<file path="src/hw/rtl/aat_pkg.sv">
`default_nettype none

package aat_pkg;

    localparam int REG_W      = 48;
    localparam int CFG_IDX_W  = 3;
    localparam int IN_W       = 16;
    localparam int OUT_W      = 20;
    localparam int PROD_W     = 32;
    localparam int PART_W     = PROD_W + 1;
    localparam int TOTAL_W    = PROD_W + 2;
    localparam int FRAC_SHIFT = 14;

    localparam logic [CFG_IDX_W-1:0] REG_COEF_ROW_X = 3'd0;
    localparam logic [CFG_IDX_W-1:0] REG_COEF_ROW_Y = 3'd1;
    localparam logic [CFG_IDX_W-1:0] REG_COEF_ROW_Z = 3'd2;
    localparam logic [CFG_IDX_W-1:0] REG_OFFSET_XYZ = 3'd3;

    localparam logic [REG_W-1:0] COEF_ROW_X_RESET = 48'h0000_0000_4000;
    localparam logic [REG_W-1:0] COEF_ROW_Y_RESET = 48'h0000_4000_0000;
    localparam logic [REG_W-1:0] COEF_ROW_Z_RESET = 48'h4000_0000_0000;
    localparam logic [REG_W-1:0] OFFSET_XYZ_RESET = 48'h0000_0000_0000;

    localparam logic signed [TOTAL_W-1:0] ROUND_HALF = 34'sd8192;

    typedef struct packed {
        logic signed [IN_W-1:0] box_min_x;
        logic signed [IN_W-1:0] box_min_y;
        logic signed [IN_W-1:0] box_min_z;
        logic signed [IN_W-1:0] box_max_x;
        logic signed [IN_W-1:0] box_max_y;
        logic signed [IN_W-1:0] box_max_z;
    } in_item_t;

    typedef struct packed {
        logic signed [OUT_W-1:0] out_min_x;
        logic signed [OUT_W-1:0] out_min_y;
        logic signed [OUT_W-1:0] out_min_z;
        logic signed [OUT_W-1:0] out_max_x;
        logic signed [OUT_W-1:0] out_max_y;
        logic signed [OUT_W-1:0] out_max_z;
    } out_item_t;

    typedef struct packed {
        logic [REG_W-1:0] coef_row_x;
        logic [REG_W-1:0] coef_row_y;
        logic [REG_W-1:0] coef_row_z;
        logic [REG_W-1:0] offset_xyz;
    } cfg_t;

    // products indexed [output axis][input axis]
    typedef struct packed {
        logic [2:0][2:0][PROD_W-1:0] lo;
        logic [2:0][2:0][PROD_W-1:0] hi;
    } terms_t;

    function automatic logic [IN_W-1:0] lane16(logic [REG_W-1:0] r, logic [1:0] k);
        return r[16*k +: 16];
    endfunction

endpackage

`default_nettype wire

</file>
<file path="src/hw/rtl/aat_cfg_regs.sv">
`default_nettype none

module aat_cfg_regs import aat_pkg::*; (
    input  wire logic                 aclk,
    input  wire logic                 aresetn,
    input  wire logic                 cfg_we,
    input  wire logic [CFG_IDX_W-1:0] cfg_index,
    input  wire logic [REG_W-1:0]     cfg_wdata,
    output cfg_t                      cfg
);

    cfg_t cfg_reg;
    cfg_t cfg_next;

    always_comb begin
        cfg_next = cfg_reg;
        if (cfg_we) begin
            case (cfg_index)
                REG_COEF_ROW_X: cfg_next.coef_row_x = cfg_wdata;
                REG_COEF_ROW_Y: cfg_next.coef_row_y = cfg_wdata;
                REG_COEF_ROW_Z: cfg_next.coef_row_z = cfg_wdata;
                REG_OFFSET_XYZ: cfg_next.offset_xyz = cfg_wdata;
                default:        cfg_next = cfg_reg;
            endcase
        end
    end

    always_ff @(posedge aclk) begin
        if (!aresetn) begin
            cfg_reg.coef_row_x <= COEF_ROW_X_RESET;
            cfg_reg.coef_row_y <= COEF_ROW_Y_RESET;
            cfg_reg.coef_row_z <= COEF_ROW_Z_RESET;
            cfg_reg.offset_xyz <= OFFSET_XYZ_RESET;
        end else begin
            cfg_reg <= cfg_next;
        end
    end

    assign cfg = cfg_reg;

endmodule

`default_nettype wire

</file>
<file path="config.mk">
export PLATFORM = sky130hd
export DESIGN_NAME = aat_cfg_regs
export DESIGN_NICKNAME = d
export VERILOG_FILES = /design/src/hw/rtl/aat_pkg.sv /design/src/hw/rtl/aat_cfg_regs.sv
export SDC_FILE = /design/constraint.sdc
export NUM_CORES = 1
export LEC_CHECK = 0
export BUFFER_PORTS_ARGS = -buffer_cell sky130_fd_sc_hd__buf_2
export CAP_MARGIN = 20
export CORE_MARGIN = 1
export CORE_UTILIZATION = 40
export CTS_BUF_LIST = sky130_fd_sc_hd__clkbuf_8
export DETAILED_ROUTE_END_ITERATION = 12
export PLACE_DENSITY = 0.69
export SLEW_MARGIN = 10
export SYNTH_ARGS = -nofsm -noshare
export SYNTH_HDL_FRONTEND = slang
export SYNTH_SLANG_ARGS = --single-unit
export TNS_END_PERCENT = 20
</file>
<file path="constraint.sdc">
create_clock -name aclk -period 1.2 [get_ports aclk]
set_input_delay 0.24 -clock aclk [delete_from_list [all_inputs] [get_ports aclk]]
set_output_delay 0.24 -clock aclk [all_outputs]
set_load 0.005 [all_outputs]
</file>
Word level (Yosys, flattened, before mapping) --
Cells that the tools add are included.
Cells by class: equality and inequality tests 3, reductions and logical operators 5
Operator list (number):
- 2-bit AND reduction | 4
- 3-bit by 2-bit == test with 1-bit output, second input constant | 2
- 3-bit by 1-bit == test with 1-bit output, second input constant | 1
- 3-bit logical NOT | 1
Word-level totals: bits in registers 192, input port bits 54, output and inout port bits 192, logic and storage cells 12

Depth between registers and ports, before layout --
Gate-level depths: netlist (run 1).
depth in word-level cells 2, depth in mapped cells 5, mapped depth without buffers 2

Worst setup path before layout (run 1) --
No wires, ideal clock.
path kind input -> register, start point input port cfg_index[0], end point register cfg_reg, in the netlist cfg[163], library setup time 0.072 ns, data arrival time 1.074 ns, required time 1.128 ns, setup slack 0.055 ns, stages 4, buffers on the path 2, path through nor4b_4 buf_6 buf_6 mux2i_1
Between the ends: word-level cells in the longest chain between the ends 2
Ends and longest elaborated chain:
- from (decl) | RTL line aat_cfg_regs.sv:7 | input wire logic [CFG_IDX_W-1:0] cfg_index,
- 3-bit logical NOT | RTL line aat_cfg_regs.sv:18 | case (cfg_index)
- 2-bit AND reduction (no line)
- to (signal assigned) | RTL line aat_cfg_regs.sv:35 | cfg_reg <= cfg_next;
- to (decl) | RTL line aat_cfg_regs.sv:12 | cfg_t cfg_reg;
Every way passes these cells. A chain may end at the register's enable or synchronous reset.

Final worst setup path (run 1) --
start point register cfg_reg, in the netlist cfg[165], end point output port cfg[165] in the netlist's numbering
RTL lines:
- to (decl) | RTL line aat_cfg_regs.sv:9 | output cfg_t cfg
No word-level cell between the ends.

==> results of run 1 <==
[layout by cell type (no fill, tap or decap)]
cell / n
buf_2: 205
buf_6: 40
clkinv_2: 2
clkbuf_8: 17
nand2_1: 237
inv_8: 2
clkinvlp_4: 4
mux2i_1: 192
nor4b_4: 1
nand4b_1: 1
buf_4: 15
nand4bb_4: 2
nor2b_1: 6
bufinv_16: 2
clkinv_4: 1
dfxtp_2: 157
inv_6: 3
dfxtp_1: 35
nor4bb_4: 1
buf_12: 11
[power groups by stage]
stage	logic [W]	clock network [W]	registers (W)
floorplan	0.000448	0	0.00674
global placement	0.000885	0	0.00672
detailed placement	0.000895	0	0.00672
CTS	0.000897	0.00436	0.00658
global route	0.000997	0.00463	0.00662
finish	0.000918	0.00424	0.00660
[Yosys cell counts]
library cell / count / area (um^2)
buf_2: 14 / 70.1
buf_4: 9 / 67.6
buf_6: 5 / 56.3
clkbuf_1: 20 / 75.1
dfxtp_1: 192 / 3840
mux2i_1: 192 / 1920
nand2_1: 237 / 890
nand4b_1: 1 / 8.76
nand4bb_1: 2 / 22.5
nor2b_1: 6 / 37.5
nor4b_4: 1 / 23.8
nor4bb_1: 1 / 10.0
[per-stage QoR]
stage	hold slack, ns	instances	power [W]	area [um^2]
after floorplan	0.400	680	0.00718	7030
after global placement	0.439	1127	0.00760	8640
after detailed placement	0.444	1127	0.00762	8640
after CTS	0.0228	1158	0.0118	9100
after global routing	0.0337	1159	0.0122	9480
final	0.0590	1159	0.0118	9480
[routing by layer]
| metal | GRT usage (%) | wire [um] | vias up | share of wire [%] |
|---|---|---|---|---|
| met4 | 9.24 | 461 | 0 | 2.6 |
| met3 | 5.44 | 978 | 27 | 5.6 |
| met1 | 23.4 | 7850 | 2565 | 45 |
| met5 | 0 | 0 | - | 0 |
| met2 | 31.8 | 8310 | 161 | 47 |
| li1 | - | - | 2722 | - |
[cell families (layout without fill, tap and decap cells)]
| group | Yosys count | after routing | share of synthesized area, % |
|---|---|---|---|
| simple gates | 248 | 248 | 14.1 |
| mux | 192 | 192 | 27.4 |
| flops | 192 | 192 | 54.7 |
| buf+inv | 48 | 302 | 3.83 |
[worst max-delay path by stage]
stage                 startpoint  endpoint  slack [ns]  cells after the start
floorplan           cfg_index[0]  cfg[163]        0.05                      4
finish                  cfg[165]  cfg[165]        0.04                      1
CTS                      cfg[38]   cfg[38]      0.0004                      1
detailed placement  cfg_index[1]  cfg[167]       -0.17                      5
global placement    cfg_index[1]  cfg[146]       -0.14                      4
global route            cfg[165]  cfg[165]       -0.02                      1
[cell type report]
| class | instances | area, um^2 |
|---|---|---|
| fillers | 1532 | 7750 |
| flip-flops and latches | 192 | 4040 |
| multi-input cells | 440 | 2960 |
| repair buffers | 271 | 1810 |
| well taps | 225 | 282 |
| clock buffers | 17 | 234 |
| clock inverters | 14 | 158 |
[repair_timing]
| item | CTS | global route |
|---|---|---|
| resized for setup | 43 | 153 |
| setup endpoints to repair | 41 | 143 |
| hold buffers | 0 | 0 |
| buffers inserted | 0 | 1 |
==> impl_summary.md, run 1 <==
Floorplanning
The total area inside the core boundary comes to 17200 um^2. Pin placement for this block handled 246 I/O pins. The die extent in y is 135 um.

The die covers 18100 um^2. The initial utilization of the core area, before any placement, comes to 40.8%. Measured along the x axis, the die boundary spans 135 um. The number of standard-cell rows in the floorplan is 48.

Finish
The number of nets in the layout is 976. Of the cells placed in the final design, the portion with a size suffix greater than 1 is 49.6%. From synthesis to final layout, the design area changed by 35.0%. The number of flip-flops under the largest register name is 192. The share of the core filled with cells in the final layout is between 50% and 60%. The repair_antennas step left the layout with diodes totalling 0.

Yosys
The mean cell area of the mapped netlist is 10.3 um^2. Counting every net in the synthesized netlist gives approximately 730. The sequential-to-total area share from yosys stat is 54.7%. The distinct cell type count after synthesis is 12. Yosys printed 0 warnings.

The synthesized design contains ~190 register bits. The synthesized netlist occupies a cell area of 7030 um^2. Synthesis handed over a netlist of ~700 instances.

Route
The first-pass iteration count of the detailed router is 4. The routed layout has 5475 vias. The detailed router finished its first iteration with 197 violations.

The number of nets still failing antenna checks after routing is 0. In the routed design, unresolved DRC markers number 0. The total wire length is about 18000 um. After detailed routing, the number of vias per cell comes to between 4 and 5. In the final routed layout, each cell accounts on average for 15.2 um.

Power
The internal power of the cells totals 0.00883 W. The analysis attributes to net switching a power of 0.00293 W. The leakage power is about 5.0 nW.

Per report_power, the sequential group accounts for 56.1% of the total. The total power divided by cell area is 1240 nW/um^2. The part of the power in the clock network is 36.1%.

The highest ir drop seen on vdd is between 0.7 and 0.8 mV. The combinational fraction of design power is 7.8%. The switching portion of total power is 24.9%.

Worst setup path
The highest net fanout along the worst path is 2. The worst register-to-register path has a depth of 3. The slowest stage cell on the critical path is dfxtp_1. Data arrives at the worst endpoint at ~0.92 ns.

The slack of the worst reg-to-reg path is 0.55 ns. STA classifies the critical path startpoint as a register. The startpoint of the worst-slack reg-to-reg timing path is cfg[97]. The data required time of the worst path is 0.96 ns. The nature of the critical path endpoint is a primary output.

The type of the setup path with the least slack is reg -> out. Traced cell by cell, the critical path runs through buf_2. The buffers plus inverters on the worst setup path is 1. On the worst path, the slowest cell contributes a delay of 0.33 ns. The worst register-to-register path ends at cfg[97]. The dominant delay contributor by cell family on the critical path is flip-flops.

Timing
The transition time at the pin with the least slew margin is 0.482 ns. The headroom to the max-slew limit is between 60% and 70%. The part of the cycle the worst path needs is 96.4%. The smallest clock period supported by the final layout is computed as 1.16 ns. Setup repair after global routing could not meet its margin everywhere. Across the routed clock network, the largest skew measured is 0 ns. The total count of max-transition violations in the final report is 0.

The worst path meets setup with 0.0431 ns of slack. The sum of negative setup slack is 0 ns. Setup violations remaining at the end of the flow were counted as 0. Based on the critical path, the design can be clocked at up to 0.864 GHz. The final hold violation count is 0.

GRT
Entering global routing, the biggest net connects 52 pins. The via count of the first global-routing pass was 5304. The first global-routing pass estimated 27400 um of wire. The total overflow left after global routing is 0. The overall fraction of global-route tracks in use is 19.4%.

The number of antenna violations at the first check in global routing came to 0.

Clock tree
The root buffer cell is clkbuf_8. The CTS tree is yes. The clock-pin slew on the worst setup and hold paths is 0.10 ns. The clock latency at the later pin of the worst-skew pair is 0.45 ns. The maximum level of the CTS H-tree is 4. The number of clock buffers added by TritonCTS is 17. No sink is reached through more buffers than the 2 on the longest clock path. The number of clock sinks is about 190.

Worst hold path
The cell count of the worst hold path is 3. The worst hold path endpoint is cfg[158]. The start point of the worst hold path is cfg_wdata[14]. The min-delay analysis places its worst path in the category in -> reg.

Place
At the end of routability-driven placement, the weighted congestion stood at between 0.7 and 0.8. The post-placement worst setup slack is -0.169 ns. The final HPWL from detailed placement is 12300 um. The count of input and output buffers is 245.

Job
Max-cap violations in this run came to 0.

Outcome
The run finished with clean final reports.
Note: power is estimated with default switching activity, not from simulation.
==> run 2, diff against run 1 <==
==> constraint.sdc (replaced) <==
create_clock -name aclk -period 1 [get_ports aclk]
set_input_delay 0.2 -clock aclk [delete_from_list [all_inputs] [get_ports aclk]]
set_output_delay 0.2 -clock aclk [all_outputs]
set_load 0.005 [all_outputs]
==> run 2 against run 1 <==
Routed wire length up 6.7%. Via count is 3.1% higher. The flow now finishes with violations (negative setup slack). Sequential cell count unchanged. Critical path depth is the same. Largest power group unchanged. Clock skew unchanged. Non-clock buffer count rose by 29. Hold slack worse by 0.032 ns. Sequential power grew 20%.
==> impl_summary.md, run 2 (synthesized netlist as in run 1, its figures left out) <==
Outcome
Outcome: complete, but fails checks (was complete, no violations). The final reports fail on negative setup slack.

Finish
The most frequent standard cell in the layout excluding fill and tap cells is nand2_1 (unchanged). The synthesis-to-finish area growth is 46.7% (was 35.0%). The number of nets in the layout is 1005 (was 976). The final standard cell area without fillers is 10300 um^2 (was 9480 um^2). The fraction of final layout cells with drive strength greater than 1 came to 54.5% (was 49.6%).

The antenna diode instance count is 0 (unchanged). Leading cell types in the layout, fill and taps excluded: 237 x nand2_1, 192 x mux2i_1, 192 x dfxtp_2 (was 237 x nand2_1, 205 x buf_2, 192 x mux2i_1). The number of flip-flops under the largest register name is 192 (unchanged).

Place
The standard cell area after detailed placement is 8910 um^2 (was 8640 um^2). The count of input and output buffers is 245 (unchanged). The final HPWL from detailed placement was 12900 um (was 12300 um). The last weighted congestion value of the routability-driven placer is 0.785 (was 0.762). The post-placement worst setup slack was -0.342 ns (was -0.169 ns).

Floorplanning
The die area was 18100 um^2 (unchanged). The die width is 135 um (unchanged). The die extent in y is 135 um (unchanged).

The number of top-level pins is 246 (unchanged). The area of the core is 17200 um^2 (unchanged). The number of standard-cell rows in the floorplan was 48 (unchanged). The starting density of the core is 40.8% (unchanged).

Power
The highest ir drop seen on vdd is 0.788 mV (was 0.727 mV). The total power divided by cell area is 1370 nW/um^2 (was 1240 nW/um^2). The leakage power is 5.22 nW (was 4.98 nW).

Worst setup path
The critical path capture point was cfg[52] (was cfg[165]). The highest net fanout along the worst path is 2 (unchanged). Cell-by-cell trace of the critical path: buf_2 (unchanged). The slowest stage cell on the critical path is dfxtp_2 (was dfxtp_1). The type of the setup path with the least slack is reg -> out (unchanged). The nature of the critical path endpoint is a primary output (unchanged). The buffers plus inverters on the worst setup path was 1 (unchanged). The longest individual stage delay on the worst path is 0.34 ns (was 0.33 ns).

The data required time of the worst path came to 0.80 ns (was 0.96 ns). The number of cells on the worst reg-to-reg path is 3 (unchanged). The slack of the worst reg-to-reg path is 0.31 ns (was 0.55 ns). The number of gates on the worst path with buffers counted is 1 (unchanged). The worst endpoint data arrival time was 0.92 ns (about the same). The end of the worst register-to-register path was cfg[31] (was cfg[97]). The startpoint of the worst-slack reg-to-reg timing path was cfg[31] (was cfg[97]). The launching element of the worst setup path was cfg[52] (was cfg[165]). The dominant delay contributor by cell family on the critical path is flip-flops (unchanged).

The category of the worst setup path launch point is a register (unchanged).

Timing
The total count of max-transition violations in the final report is 0 (unchanged). The final hold violation count is 0 (unchanged). Of the available clock period, the critical path in the final layout requires 112%. The number of failing setup endpoints in the final timing report is 192 (was 0). The clock tree skew after final layout came to 0 ns (unchanged).

The headroom to the max-slew limit is 78.1% (was 67.9%). The maximum clock frequency is 0.891 GHz. The transition time at the pin with the least slew margin is 0.329 ns (was 0.482 ns).

The worst setup slack after layout came to -0.122 ns (was 0.0431 ns). Unrepaired setup endpoints after global routing: yes (unchanged). The time the worst path needs with I/O delays and setup is 1.12 ns.

Route
The DRC violation count after routing was 0 (unchanged). The first-pass iteration count of the detailed router is 4 (unchanged). The number of nets still failing antenna checks after routing came to 0 (unchanged). The routed wirelength normalized by instance count came to 15.8 um (was 15.2 um). The total wire length is 18800 um (was 17600 um).

The starting DRC count in detailed routing came to 198 (was 197). The via density per instance came to 4.75 (was 4.72). The detailed-route via count was 5646 (was 5475).

Job
The number of violations of the max-capacitance limit is 0 (unchanged).

Clock tree
The number of clock sinks is 192 (unchanged). The number of CTS-inserted buffers is 17 (unchanged). The number of buffers on the longest clock path is 2 (unchanged). The clock-pin slew on the worst setup and hold paths is 0.10 ns (about the same). The root buffer cell is clkbuf_8 (unchanged). The hold-fix buffer count after cts came to 0 (unchanged). The maximum level of the CTS H-tree is 4 (unchanged). The clock latency at the later pin of the worst-skew pair came to 0.45 ns (about the same). The CTS tree is yes (unchanged).

GRT
The total global routing overflow is 0 (unchanged). The via count of the first global-routing pass is 5697 (was 5304). The number of antenna violations at the first check in global routing is 0 (unchanged). The wire length of the first global-routing pass is 29200 um (was 27400 um). The overall fraction of global-route tracks in use is 20.6% (was 19.4%). The pin count of the biggest net entering global routing is 33 (was 52).

Worst hold path
The start point of the worst hold path was cfg_wdata[46] (was cfg_wdata[14]). The cell count of the worst hold path came to 3 (unchanged). The class of the worst hold path is in -> reg (unchanged).
-- run 2: cell types whose count changed in the layout (fill, tap and decap cells not counted), sizes merged --
cell | before | now
buf | 271 | 300
clkbuf | 17 | 19
bufinv | 2 | 1
clkinv | 3 | 2
clkinvlp | 4 | 5
-- run 2: metrics by stage --
step | power, W | hold WS, ns | instances | TNS, ns | utilization (%)
after CTS | 0.0142 | 0.00835 | 1187 | -26.12 | 58.6
after global routing | 0.0146 | 0.0326 | 1189 | -28.15 | 59.8
after detailed placement | 0.00923 | 0.445 | 1149 | -38.16 | 51.7
final | 0.0141 | 0.0273 | 1189 | -19.68 | 59.8
after global placement | 0.00921 | 0.438 | 1149 | -35.13 | 51.7
after floorplan | 0.00862 | 0.360 | 680 | -5.32 | -
-- run 2: worst min path at each step --
stage | endpoint | slack [ns]
6_report | cfg[94] | 0.03
5_1_grt | cfg[126] | 0.03
4_1_cts | cfg[94] | 0.008
3_5_place_dp | cfg[171] | 0.44
3_3_place_gp | cfg[160] | 0.44
2_1_floorplan | cfg[94] | 0.36
-- run 2: layout make-up --
cell class / instances / area [um^2]
multi-input combinational: 440 / 2960
tap: 225 / 282
timing repair buffer: 300 / 2600
clock inverter: 13 / 114
clock buffer: 19 / 262
sequential: 192 / 4080
fill: 1446 / 6930
-- run 2: layer usage --
metal	up-vias	share of wire, %	GRT usage, %
met5	-	0	0
met4	0	3.2	10.1
met3	35	5.1	5.41
met2	156	50	36.1
met1	2677	42	23.2
li1	2778	-	-
-- run 2: power by group --
group | total, W | internal [W] | switching [W]
clock | 0.00487 | 0.00210 | 0.00277
sequential | 0.00795 | 0.00784 | 0.000108
combinational | 0.00127 | 0.000656 | 0.000618
total | 0.0141 | 0.0106 | 0.00350
-- run 2: timing repair --
action	in CTS	in global routing
setup buffers	6	2
setup endpoints to repair	192	192
resized for setup	275	32
