===== src/hw/rtl/aat_pkg.sv =====
`default_nettype none

package aat_pkg;

    localparam int REG_W      = 48;
    localparam int CFG_IDX_W  = 3;
    localparam int IN_W       = 16;
    localparam int OUT_W      = 20;
    localparam int PROD_W     = 32;
    localparam int PART_W     = PROD_W + 1;
    localparam int TOTAL_W    = PROD_W + 2;
    localparam int FRAC_SHIFT = 14;

    localparam logic [CFG_IDX_W-1:0] REG_COEF_ROW_X = 3'd0;
    localparam logic [CFG_IDX_W-1:0] REG_COEF_ROW_Y = 3'd1;
    localparam logic [CFG_IDX_W-1:0] REG_COEF_ROW_Z = 3'd2;
    localparam logic [CFG_IDX_W-1:0] REG_OFFSET_XYZ = 3'd3;

    localparam logic [REG_W-1:0] COEF_ROW_X_RESET = 48'h0000_0000_4000;
    localparam logic [REG_W-1:0] COEF_ROW_Y_RESET = 48'h0000_4000_0000;
    localparam logic [REG_W-1:0] COEF_ROW_Z_RESET = 48'h4000_0000_0000;
    localparam logic [REG_W-1:0] OFFSET_XYZ_RESET = 48'h0000_0000_0000;

    localparam logic signed [TOTAL_W-1:0] ROUND_HALF = 34'sd8192;

    typedef struct packed {
        logic signed [IN_W-1:0] box_min_x;
        logic signed [IN_W-1:0] box_min_y;
        logic signed [IN_W-1:0] box_min_z;
        logic signed [IN_W-1:0] box_max_x;
        logic signed [IN_W-1:0] box_max_y;
        logic signed [IN_W-1:0] box_max_z;
    } in_item_t;

    typedef struct packed {
        logic signed [OUT_W-1:0] out_min_x;
        logic signed [OUT_W-1:0] out_min_y;
        logic signed [OUT_W-1:0] out_min_z;
        logic signed [OUT_W-1:0] out_max_x;
        logic signed [OUT_W-1:0] out_max_y;
        logic signed [OUT_W-1:0] out_max_z;
    } out_item_t;

    typedef struct packed {
        logic [REG_W-1:0] coef_row_x;
        logic [REG_W-1:0] coef_row_y;
        logic [REG_W-1:0] coef_row_z;
        logic [REG_W-1:0] offset_xyz;
    } cfg_t;

    // products indexed [output axis][input axis]
    typedef struct packed {
        logic [2:0][2:0][PROD_W-1:0] lo;
        logic [2:0][2:0][PROD_W-1:0] hi;
    } terms_t;

    function automatic logic [IN_W-1:0] lane16(logic [REG_W-1:0] r, logic [1:0] k);
        return r[16*k +: 16];
    endfunction

endpackage

`default_nettype wire


===== src/hw/rtl/aat_bound_sum.sv =====
`default_nettype none

module aat_bound_sum import aat_pkg::*; (
    input  wire logic   aclk,
    input  wire logic   aresetn,
    input  wire cfg_t   cfg,
    input  wire logic   t_valid,
    output logic        t_ready,
    input  wire terms_t t_data,
    output logic        m_valid,
    input  wire logic   m_ready,
    output out_item_t   m_data
);

    logic sum_valid_reg;
    logic sum_valid_next;
    logic out_valid_reg;
    logic out_valid_next;
    logic sum_adv;

    logic signed [PART_W-1:0] a_lo_reg [3];
    logic signed [PART_W-1:0] b_lo_reg [3];
    logic signed [PART_W-1:0] a_hi_reg [3];
    logic signed [PART_W-1:0] b_hi_reg [3];
    logic signed [PART_W-1:0] a_lo_next [3];
    logic signed [PART_W-1:0] b_lo_next [3];
    logic signed [PART_W-1:0] a_hi_next [3];
    logic signed [PART_W-1:0] b_hi_next [3];

    logic [2:0][OUT_W-1:0] lo_out_next;
    logic [2:0][OUT_W-1:0] hi_out_next;
    out_item_t             out_reg;

    // pair sums: two products, and the third product with the scaled offset
    always_comb begin
        logic signed [PART_W-1:0] off_ext;
        for (int j = 0; j < 3; j++) begin
            off_ext = $signed({{(PART_W-IN_W-FRAC_SHIFT){cfg.offset_xyz[16*j+15]}},
                               lane16(cfg.offset_xyz, 2'(j)), {FRAC_SHIFT{1'b0}}});
            a_lo_next[j] = $signed({t_data.lo[j][0][PROD_W-1], t_data.lo[j][0]})
                         + $signed({t_data.lo[j][1][PROD_W-1], t_data.lo[j][1]});
            b_lo_next[j] = $signed({t_data.lo[j][2][PROD_W-1], t_data.lo[j][2]}) + off_ext;
            a_hi_next[j] = $signed({t_data.hi[j][0][PROD_W-1], t_data.hi[j][0]})
                         + $signed({t_data.hi[j][1][PROD_W-1], t_data.hi[j][1]});
            b_hi_next[j] = $signed({t_data.hi[j][2][PROD_W-1], t_data.hi[j][2]}) + off_ext;
        end
    end

    // final sum, round half up, floor-shift
    always_comb begin
        logic signed [TOTAL_W-1:0] tot_lo;
        logic signed [TOTAL_W-1:0] tot_hi;
        for (int j = 0; j < 3; j++) begin
            tot_lo = TOTAL_W'(a_lo_reg[j]) + TOTAL_W'(b_lo_reg[j]) + ROUND_HALF;
            tot_hi = TOTAL_W'(a_hi_reg[j]) + TOTAL_W'(b_hi_reg[j]) + ROUND_HALF;
            lo_out_next[j] = tot_lo[FRAC_SHIFT +: OUT_W];
            hi_out_next[j] = tot_hi[FRAC_SHIFT +: OUT_W];
        end
    end

    assign sum_adv        = !out_valid_reg || m_ready;
    assign t_ready        = !sum_valid_reg || sum_adv;
    assign sum_valid_next = t_ready ? t_valid : sum_valid_reg;
    assign out_valid_next = sum_adv ? sum_valid_reg : out_valid_reg;

    always_ff @(posedge aclk) begin
        if (!aresetn) begin
            sum_valid_reg <= 1'b0;
            out_valid_reg <= 1'b0;
        end else begin
            sum_valid_reg <= sum_valid_next;
            out_valid_reg <= out_valid_next;
        end
    end

    always_ff @(posedge aclk) begin
        if (t_valid && t_ready) begin
            for (int j = 0; j < 3; j++) begin
                a_lo_reg[j] <= a_lo_next[j];
                b_lo_reg[j] <= b_lo_next[j];
                a_hi_reg[j] <= a_hi_next[j];
                b_hi_reg[j] <= b_hi_next[j];
            end
        end
    end

    always_ff @(posedge aclk) begin
        if (sum_valid_reg && sum_adv) begin
            out_reg.out_min_x <= lo_out_next[0];
            out_reg.out_min_y <= lo_out_next[1];
            out_reg.out_min_z <= lo_out_next[2];
            out_reg.out_max_x <= hi_out_next[0];
            out_reg.out_max_y <= hi_out_next[1];
            out_reg.out_max_z <= hi_out_next[2];
        end
    end

    assign m_valid = out_valid_reg;
    assign m_data  = out_reg;

endmodule

`default_nettype wire


===== config.mk =====
export PLATFORM = sky130hd
export DESIGN_NAME = aat_bound_sum
export DESIGN_NICKNAME = d
export VERILOG_FILES = /design/src/hw/rtl/aat_pkg.sv /design/src/hw/rtl/aat_bound_sum.sv
export SDC_FILE = /design/constraint.sdc
export NUM_CORES = 1
export LEC_CHECK = 0
export BUFFER_PORTS_ARGS = -buffer_cell sky130_fd_sc_hd__buf_4
export CORE_AREA = 2 2 345 347
export DETAILED_ROUTE_END_ITERATION = 12
export DIE_AREA = 0 0 347 349
export GPL_TIMING_DRIVEN = 0
export PLACE_DENSITY_LB_ADDON = 0.15
export SLEW_MARGIN = 10
export SYNTH_ARGS = -nofsm -noshare
export SYNTH_HDL_FRONTEND = slang
export SYNTH_SLANG_ARGS = --single-unit

===== constraint.sdc =====
create_clock -name aclk -period 29 [get_ports aclk]
set_input_delay 5.8 -clock aclk [delete_from_list [all_inputs] [get_ports aclk]]
set_output_delay 5.8 -clock aclk [all_outputs]
set_load 0.03 [all_outputs]

### Yosys cells after proc, flatten, opt, wreduce, memory -nomap -nowiden

Memory sizes are Yosys's and may differ from the RTL's.
Index checks and enable logic that the tools add are counted.

| cells by class | value |
|---|---|
| add/sub/neg operators | 24 |
| mux-type cells | 2 |
| reductions and logical operators | 6 |

Operator list:

| operator | count |
|---|---|
| adder 33 x 33 -> 34 bit | 6 |
| adder 34 x 15 -> 34 bit (second input constant) | 6 |
| adder 32 x 30 -> 33 bit | 6 |
| adder 32 x 32 -> 33 bit | 6 |
| logical AND 1 bit | 2 |
| logical NOT 1 bit | 2 |
| logical OR 1 bit | 2 |
| 2-to-1 mux 1 bit | 2 |

| word-level totals | value |
|---|---|
| flip-flop bits (word level) | 122 |
| RAM bits | 396 |
| word-level logic and storage cells | 44 |
| memories | 4 |

Memory list:

| name | words | bits a word | rd ports | clocked after memory_dff | wr ports | line | text |
|---|---|---|---|---|---|---|---|
| a_hi_reg | 3 | 33 | 3 | 0 | 3 | aat_bound_sum.sv:23 | `logic signed [PART_W-1:0] a_hi_reg [3];` |
| a_lo_reg | 3 | 33 | 3 | 0 | 3 | aat_bound_sum.sv:21 | `logic signed [PART_W-1:0] a_lo_reg [3];` |
| b_hi_reg | 3 | 33 | 3 | 0 | 3 | aat_bound_sum.sv:24 | `logic signed [PART_W-1:0] b_hi_reg [3];` |
| b_lo_reg | 3 | 33 | 3 | 0 | 3 | aat_bound_sum.sv:22 | `logic signed [PART_W-1:0] b_lo_reg [3];` |

### Longest topological paths before layout

Gate-level depths: netlist of the first run.

| depth | value |
|---|---|
| depth after elaboration | 6 |
| depth in mapped cells | 13 |
| depth with buffers taken out | 13 |

### Least setup slack after synthesis of the first run

No wires, ideal clock.

| timing | value |
|---|---|
| path kind | input-to-reg |
| start | input m_ready |
| end | memory a_hi_reg[0][0] (netlist name) (enable) |
| setup time | 0.808 ns |
| data arrival time | 15.111 ns |
| data required time | 28.192 ns |
| setup slack | 13.081 ns |
| stages on the path | 3 |
| path buffers | 0 |
| cell sequence | nor2b_1 > nand2_1 > and2_1 |

RTL lines:

| element | line | text |
|---|---|---|
| from (decl) | aat_bound_sum.sv:11 | `input wire logic m_ready,` |
| to (decl) | aat_bound_sum.sv:23 |  |

### Worst setup path in the final report of the first run

| timing | value |
|---|---|
| start | input m_ready |
| end | output t_ready |

| on the way | value |
|---|---|
| longest elaborated chain between the ends | 2 |

Ends and longest elaborated chain:

| element | line | text |
|---|---|---|
| logical OR 1 bit | aat_bound_sum.sv:61 | `assign sum_adv = !out_valid_reg \|\| m_ready;` |
| logical OR 1 bit | aat_bound_sum.sv:62 | `assign t_ready = !sum_valid_reg \|\| sum_adv;` |
| to (decl) | aat_bound_sum.sv:8 | `output logic t_ready,` |

No other way between the ends.

==> results.toml, run 1 <==
[finish]
nFillCells = 11453
fin_util_pct = 41.3
layout_commonest_cell = "buf_4"
final_cell_mix = "749 x buf_4, 678 x ha_1, 516 x edfxtp_1"
drive_gt1_share_pct = 20.0
nNetsFinal = 5813
area_growth_pct = 26.0
largest_reg_flops = 120

[routing]
dr.pass1.iters = 5
ant_nets = 0
drc = 0
routed_wl_mm = 118
drt-wirelength-per-cell_um = 19.8
via_count = 30092
drt_iter0_drc = 1495
drt-vias-per-instance = 5.06

[flow_run]
drv_cap = 0

[setup_path]
crit_top_cell = "buf_4"
r2r-start = "b_lo_reg[0][35]"
cp_max_fo = 4
worst-path-buf-inv = 2
critPathArrivalTime_ns = 6.53
crit_family = "simple AND/OR/NAND/NOR gates"
cp-start-kind = "input pin"
slowest_stage = "nor2b_1"
crit_start = "m_ready"
worst-setup-path-type = "in2out"
required_ns = 23.20
cpPeakStageDelay_ns = 0.31
cp_cell_sequence = "buf_4 -> nor2b_1 -> nand2_1 -> buf_4"
worst_setup_path_end_kind = "output port"

[placement]
place.gp.congestion = 0.910
port_buffers = 749
dp_hpwl_mm = 98.7
place_worst_setup_slack_ns = 16.67

[grt]
grtUsageTotal_pct = 18.9
grt_antenna_before_repair = 37
grt-ovfl-total = 0
grt_max_degree = 60
grt_first_pass_wirelength_mm = 175
grt_pass1_vias = 29561

[timing]
skew_ns = 0.0250
fin_setup_tns_ns = 0
slew_headroom_pct = 39.6
clock.fmax_ghz = 0.0811
hold_violations = 0
worstMarginPinSlew_ns = 0.898
slew_violations = 0
rsz0062_at_grt = "no"
worst_slack_ns = 16.67
hold-worst-slack_ns = 0.518
setup-violations-final = 0
fin_crit_sh_pct = 42.5
finalCriticalPeriod_ns = 12.33

[run_status]
status = "finished, final reports clean"

[clock_tree]
clk_latency_ns = 0.62
holdBufCountCts = 0
cts_buffers = 66
cts_buffer_depth = 3
cts_tree = "built"
cts_sinks = 518
post_cts_resized = 0
post_cts_buffers = 0
cts.reportedPaths.clkPinSlew_ns = 0.05
htree_levels = 3
clockRootBuffer = "clkbuf_16"

[floorplan]
core_um2 = 117000
die-area_um2 = 121000
start_util_pct = 32.8
dieWidth_um = 347
io_pins = 894
rows = 126
die_h_um = 349

[hold_path]
hold_start = "sum_valid_reg"
holdCritPathClass = "reg2reg"

[synthesis]
synth_edf_count = 516
synth_fp_nets = 4983
synth-async-reset-ratio_pct = 0
syn_inst = 3521
synth_ff_type = "edfxtp_1"
synth_area_um2 = 38500
yosys_warnings = 0
synth.distinct_cells = 76
syn_avg_cell_area_um2 = 10.9
yosysSeqAreaShare_pct = 40.4
yosys_register_bits = 518

[power]
fin_total_pwr_uw = 2950
powerDensity_nw_per_um2 = 60.8
ir_drop_v = 0.0000372
power.leakage_uw = 0.0217
==> final timing paths <==
path	slack, ns	cells past startpoint	end
setup / recovery	16.67	4	t_ready
hold reg to reg	0.52	1	m_valid
hold / removal	0.52	1	m_valid
setup reg to reg	25.29	11	m_data[95]
==> cell usage after synthesis (9+ instances only) <==
| library cell | instances | area [um^2] |
|---|---|---|
| ha_1 | 678 | 8480 |
| edfxtp_1 | 516 | 15500 |
| a21oi_1 | 318 | 1590 |
| xnor2_1 | 236 | 2070 |
| a21o_1 | 214 | 1610 |
| nor2_1 | 211 | 792 |
| nand2_1 | 160 | 601 |
| inv_1 | 122 | 458 |
| xor2_1 | 121 | 1060 |
| o21ai_0 | 103 | 515 |
| o21ai_1 | 74 | 370 |
| nand3_1 | 68 | 340 |
| o21bai_1 | 57 | 428 |
| nor3_1 | 52 | 260 |
| nor2b_1 | 49 | 307 |
| a211oi_1 | 44 | 330 |
| nand4_1 | 43 | 269 |
| a31oi_1 | 37 | 231 |
| o21a_1 | 36 | 270 |
| nand2b_1 | 35 | 219 |
| clkbuf_1 | 32 | 120 |
| and3_1 | 29 | 181 |
| or3_1 | 29 | 181 |
| o211ai_1 | 19 | 143 |
| and2_1 | 15 | 93.8 |
| a211o_1 | 13 | 114 |
| and4_1 | 12 | 105 |
| fa_1 | 12 | 240 |
| a2111oi_0 | 10 | 87.6 |
| a311oi_1 | 10 | 87.6 |
| o31ai_1 | 10 | 75.1 |
| nand3b_1 | 9 | 67.6 |
==> power breakdown <==
part,internal (uW),switching [uW],leakage [uW]
clock,487,333,0.00103
sequential,994,41.5,0.00501
combinational,480,612,0.0156
==> cells by family after synthesis <==
| kind of cell | synth area share (%) |
|---|---|
| compound gates | 17.6 |
| xor+xnor | 8.13 |
| fa+ha+maj | 22.7 |
| buf+inv | 1.50 |
| flops | 40.4 |
| mux | 0.140 |
| simple gates | 9.57 |
==> area by class of cell <==
cell class	count	area, um^2	area share [%]
clock buffers	78	1760	3.63
clock inverters	39	358	0.738
inverters	122	458	0.945
diodes	9	22.5	0.0465
well taps	1536	1920	3.96
multi-input cells	2849	22400	46.2
repair buffers	762	5930	12.2
flip-flops and latches	518	15500	32.0
plain buffers	32	120	0.248
==> per-stage QoR <==
step / cell area [um^2] / cells
final: 48500 / 5945
after global routing: 48500 / 5940
after CTS: 48500 / 5936
after detailed placement: 46300 / 5819
after global placement: 46000 / 5806
after floorplan: 38500 / 3521
==> layer usage <==
layer | track usage [%] | vias up | part of all wire (%) | routed length (um)
met5 | 0 | - | 0.25 | 299
met4 | 4.54 | 48 | 1.8 | 2070
met3 | 5.17 | 154 | 8.0 | 9400
met2 | 31.6 | 784 | 47 | 55200
met1 | 24.1 | 13948 | 43 | 50600
li1 | - | 15158 | - | -
(Power assumes the default switching activity.)
==> run 2: changes to the inputs <==
clock period = 10.69 ns   (was 29 ns; I/O delays follow)
==> run 2 against run 1 <==
  * Clock skew rose by 0.0072 ns
  * Via count about the same
  * Clock power increased to 2.9 times the previous value
  * Die area unchanged
  * First-iteration DRC count is 2.6% higher
==> results.toml, run 2 (same netlist as run 1, synthesis figures left out) <==
[run_status]
status = "finished, final reports clean"

[placement]
port_buffers = 749
dp_hpwl_mm = 98.4
place.gp.congestion = 0.901

[hold_path]
hold_start = "sum_valid_reg"
holdCritPathClass = "reg2reg"

[floorplan]
rows = 126
core_um2 = 117000
start_util_pct = 32.8
die_h_um = 349
die-area_um2 = 121000
dieWidth_um = 347
io_pins = 894

[routing]
routed_wl_mm = 117
via_count = 30105
drt_iter0_drc = 1534
ant_nets = 0
drt-wirelength-per-cell_um = 19.7
drt-vias-per-instance = 5.06
drc = 0
dr.pass1.iters = 5

[setup_path]
worst-setup-path-type = "in2reg"
required_ns = 11.04
worst_setup_path_end_kind = "flip-flop"
critPathArrivalTime_ns = 5.46
cp_max_fo = 5
crit_start = "t_data[204]"
cp-start-kind = "input pin"
r2r-start = "a_hi_reg[0][72]"

[finish]
nFillCells = 11421
final_cell_mix = "749 x buf_4, 678 x ha_1, 516 x edfxtp_1"
multi_input_area_um2 = 22400
area_growth_pct = 26.5
largest_reg_flops = 120
layout_commonest_cell = "buf_4"
seqCellArea_um2 = 15500
drive_gt1_share_pct = 20.2
nNetsFinal = 5815

[clock_tree]
holdBufCountCts = 0
cts_tree = "built"
post_cts_resized = 0
cts.reportedPaths.clkPinSlew_ns = 0.06
cts_sinks = 518
cts_buffer_depth = 3
post_cts_buffers = 0
cts_buffers = 68
clockRootBuffer = "clkbuf_16"
clk_latency_ns = 0.63
htree_levels = 3

[grt]
grt-ovfl-total = 0
grt_max_degree = 61
grtUsageTotal_pct = 18.8
grt_first_pass_wirelength_mm = 174
grt_pass1_vias = 29665
grt_antenna_before_repair = 49

[power]
powerDensity_nw_per_um2 = 168
ir_drop_v = 0.000104
power.leakage_uw = 0.0218

[timing]
slew_violations = 0
worstMarginPinSlew_ns = 0.858
rsz0062_at_grt = "no"
setup-violations-final = 0
clock.fmax_ghz = 0.196
hold_violations = 0
fin_crit_sh_pct = 47.8
fin_setup_tns_ns = 0
hold-worst-slack_ns = 0.540
skew_ns = 0.0322
finalCriticalPeriod_ns = 5.11
slew_headroom_pct = 42.3

[flow_run]
drv_cap = 0
## run 2: changes by cell type in the layout (fill, tap and decap cells not counted), sizes merged
cell and change:
clkinv -7, bufinv +3, inv +1, diode +3, clkbuf +6, clkinvlp +3
## run 2: power breakdown
group          total, uW  internal [uW]  leakage (uW)  switching (uW)
clock network       2390           1450       0.00111             942
registers           2810           2700       0.00501             109
logic               2960           1300        0.0156            1650
## run 2: per-layer routing
metal,vias up,global-route usage [%],wire length (um)
li1,15188,-,-
met1,13935,23.5,50700
met2,740,31.4,54700
met3,176,5.93,9010
met4,66,4.76,2400
met5,-,0,417
## run 2: stage by stage
step / instances / utilization [%] / power [uW] / setup slack, ns / instance area, um^2
floorplan: 3521 / - / 4870 / 2.55 / 38500
global placement: 5806 / 39.2 / 5830 / -2.05 / 46000
global route: 5947 / 41.4 / 8690 / 5.29 / 48600
CTS: 5942 / 41.4 / 8270 / 5.43 / 48600
detailed placement: 5819 / 39.5 / 5820 / 4.76 / 46300
finish: 5954 / 41.4 / 8150 / 5.58 / 48700
## run 2: final timing paths
path                          end  slack [ns]  depth (start not counted)
setup / recovery  a_hi_reg[0][95]        5.58                         11
hold / removal            m_valid        0.54                          1
setup reg to reg       m_data[19]        6.93                         11
hold reg to reg           m_valid        0.54                          1
## run 2: cell type report
type	instances	share of cell area [%]
inverter	122	0.941
buffer	32	0.247
clock buffer	84	3.79
timing repair buffer	762	12.2
antenna	12	0.0617
tap	1536	3.95
clock inverter	39	0.931
sequential	518	31.9
multi-input combinational	2849	46.0
## run 2: worst max-delay path: stages
cell      delay [ns]
buf_4           0.11
ha_1            0.36
a21o_1          0.20
a21oi_1         0.23
o21bai_1        0.12
a311oi_1        0.71
a21oi_1         0.22
nor4_1          0.75
o21ai_1         0.25
a31oi_1         0.25
xnor2_1         0.11
==> run 3: changes to the inputs <==
clock period = 4.2 ns   (was 10.69 ns; I/O delays follow)
==> run 3 against run 2 <==
  * Setup slack got worse by 5.3 ns
  * Power rose to 2.6 times the previous value
  * Final area rose by 0.37%
  * Die area did not move
  * Clock power rose to 2.7 times the previous value
  * Sequential share of layout area fell by 0.12 points
  * Wire length rose by 0.39%
  * Clock skew fell by 0.0082 ns
  * Largest power group unchanged
  * Highest routed layer unchanged
==> results.toml, run 3 (same netlist as run 1, synthesis figures left out) <==
[routing]
wl_met3_mm = 10.3
drc = 0
drt_iter0_drc = 1589
ant_nets = 0
highest_layer = "met5"
via_count = 30125
drt-vias-per-instance = 5.06
routed_wl_mm = 118
drt-wirelength-per-cell_um = 19.8
dr.pass1.iters = 5
met1_length_mm = 49.9
met2_length_mm = 53.8

[floorplan]
dieWidth_um = 347
io_pins = 894
die-area_um2 = 121000
die_h_um = 349
rows = 126
core_um2 = 117000
start_util_pct = 32.8

[clock_tree]
cts_tree = "built"
post_cts_buffers = 0
cts.reportedPaths.clkPinSlew_ns = 0.06
clk_latency_ns = 0.63
cts_buffer_depth = 3
holdBufCountCts = 0
cts_buffers = 68
clockRootBuffer = "clkbuf_16"
cts_sinks = 518
htree_levels = 3
post_cts_resized = 0

[timing]
skew_ns = 0.0240
worstMarginPinSlew_ns = 0.897
finalCriticalPeriod_ns = 3.87
hold_violations = 0
rsz0062_at_grt = "no"
setup-violations-final = 0
clock.fmax_ghz = 0.258
slew_headroom_pct = 39.7
fin_crit_sh_pct = 92.1
slew_violations = 0

[finish]
fin_util_pct = 41.6
layout_commonest_cell = "buf_4"
final_cell_mix = "749 x buf_4, 678 x ha_1, 516 x edfxtp_1"
area_growth_pct = 26.9
nNetsFinal = 5814
nFillCells = 11393
largest_reg_flops = 120
drive_gt1_share_pct = 20.2

[setup_path]
worst_setup_path_end_kind = "flip-flop"
cp_max_fo = 4
required_ns = 4.57
critPathArrivalTime_ns = 4.23
worst-setup-path-type = "in2reg"
cp-start-kind = "input pin"

[flow_run]
drv_cap = 0

[placement]
place.gp.congestion = 0.917
port_buffers = 749
dp_hpwl_mm = 98.2

[power]
ir_drop_v = 0.000262
fin_total_pwr_uw = 21100
powerDensity_nw_per_um2 = 432
power.leakage_uw = 0.0219

[grt]
grt_pass1_vias = 29897
grt_first_pass_wirelength_mm = 174
grt_max_degree = 63
grtUsageTotal_pct = 18.9
grt_antenna_before_repair = 56
grt-ovfl-total = 0

[run_status]
status = "finished, final reports clean"

[hold_path]
holdCritPathClass = "in2reg"
-- run 3: critical path: stages --
cell,delay [ns]
buf_4,0.11
ha_1,0.21
fa_1,0.40
a21oi_1,0.27
o21ai_1,0.14
a221o_1,0.45
a2111oi_1,0.81
o21ai_1,0.24
a31oi_1,0.33
nor3_1,0.11
o21ai_1,0.20
a311oi_1,0.13
-- run 3: through the flow --
stage | setup slack (ns) | hold WS [ns] | setup TNS (ns) | std cells | area, um^2
after floorplan | -0.0218 | 0.544 | -8.62 | 3521 | 38500
after global placement | -1.63 | 0.562 | -646.52 | 5806 | 46100
after detailed placement | -0.400 | 0.576 | -1.72 | 5818 | 46300
after CTS | 0.277 | 0.320 | 0 | 5938 | 48800
after global routing | 0.133 | 0.342 | 0 | 5947 | 48800
final | 0.331 | 0.381 | 0 | 5958 | 48800
-- run 3: final timing paths --
kind / startpoint / slack (ns) / cells after the start / end
worst max-delay path: t_data[96] / 0.33 / 12 / a_hi_reg[0][63]
worst min-delay path: t_data[172] / 0.38 / 1 / b_hi_reg[0][45]
worst max register to register: b_lo_reg[0][35] / 0.46 / 11 / m_data[95]
worst min register to register: sum_valid_reg / 0.58 / 2 / sum_valid_reg
-- run 3: final cells by class --
type / count / area [um^2] / area share (%)
Clock inverter: 38 / 598 / 1.22
Multi-Input combinational cell: 2849 / 22400 / 45.9
Antenna cell: 20 / 50.0 / 0.102
Inverter: 122 / 458 / 0.938
Buffer: 32 / 120 / 0.246
Timing Repair Buffer: 761 / 5920 / 12.1
Sequential cell: 518 / 15500 / 31.8
Tap cell: 1536 / 1920 / 3.93
Clock buffer: 82 / 1850 / 3.79
-- run 3: layer usage --
layer  GRT usage (%)  vias to the layer above
li1                -                    15187
met1            23.5                    13800
met2            30.7                      857
met3            6.31                      217
met4            6.10                       64
met5               0                        -
-- run 3: where the power goes --
group / leakage, uW / internal [uW] / switching (uW) / total (uW)
sequential: 0.00501 / 6870 / 283 / 7150
clock: 0.00119 / 4060 / 2360 / 6420
combinational: 0.0157 / 3310 / 4240 / 7550
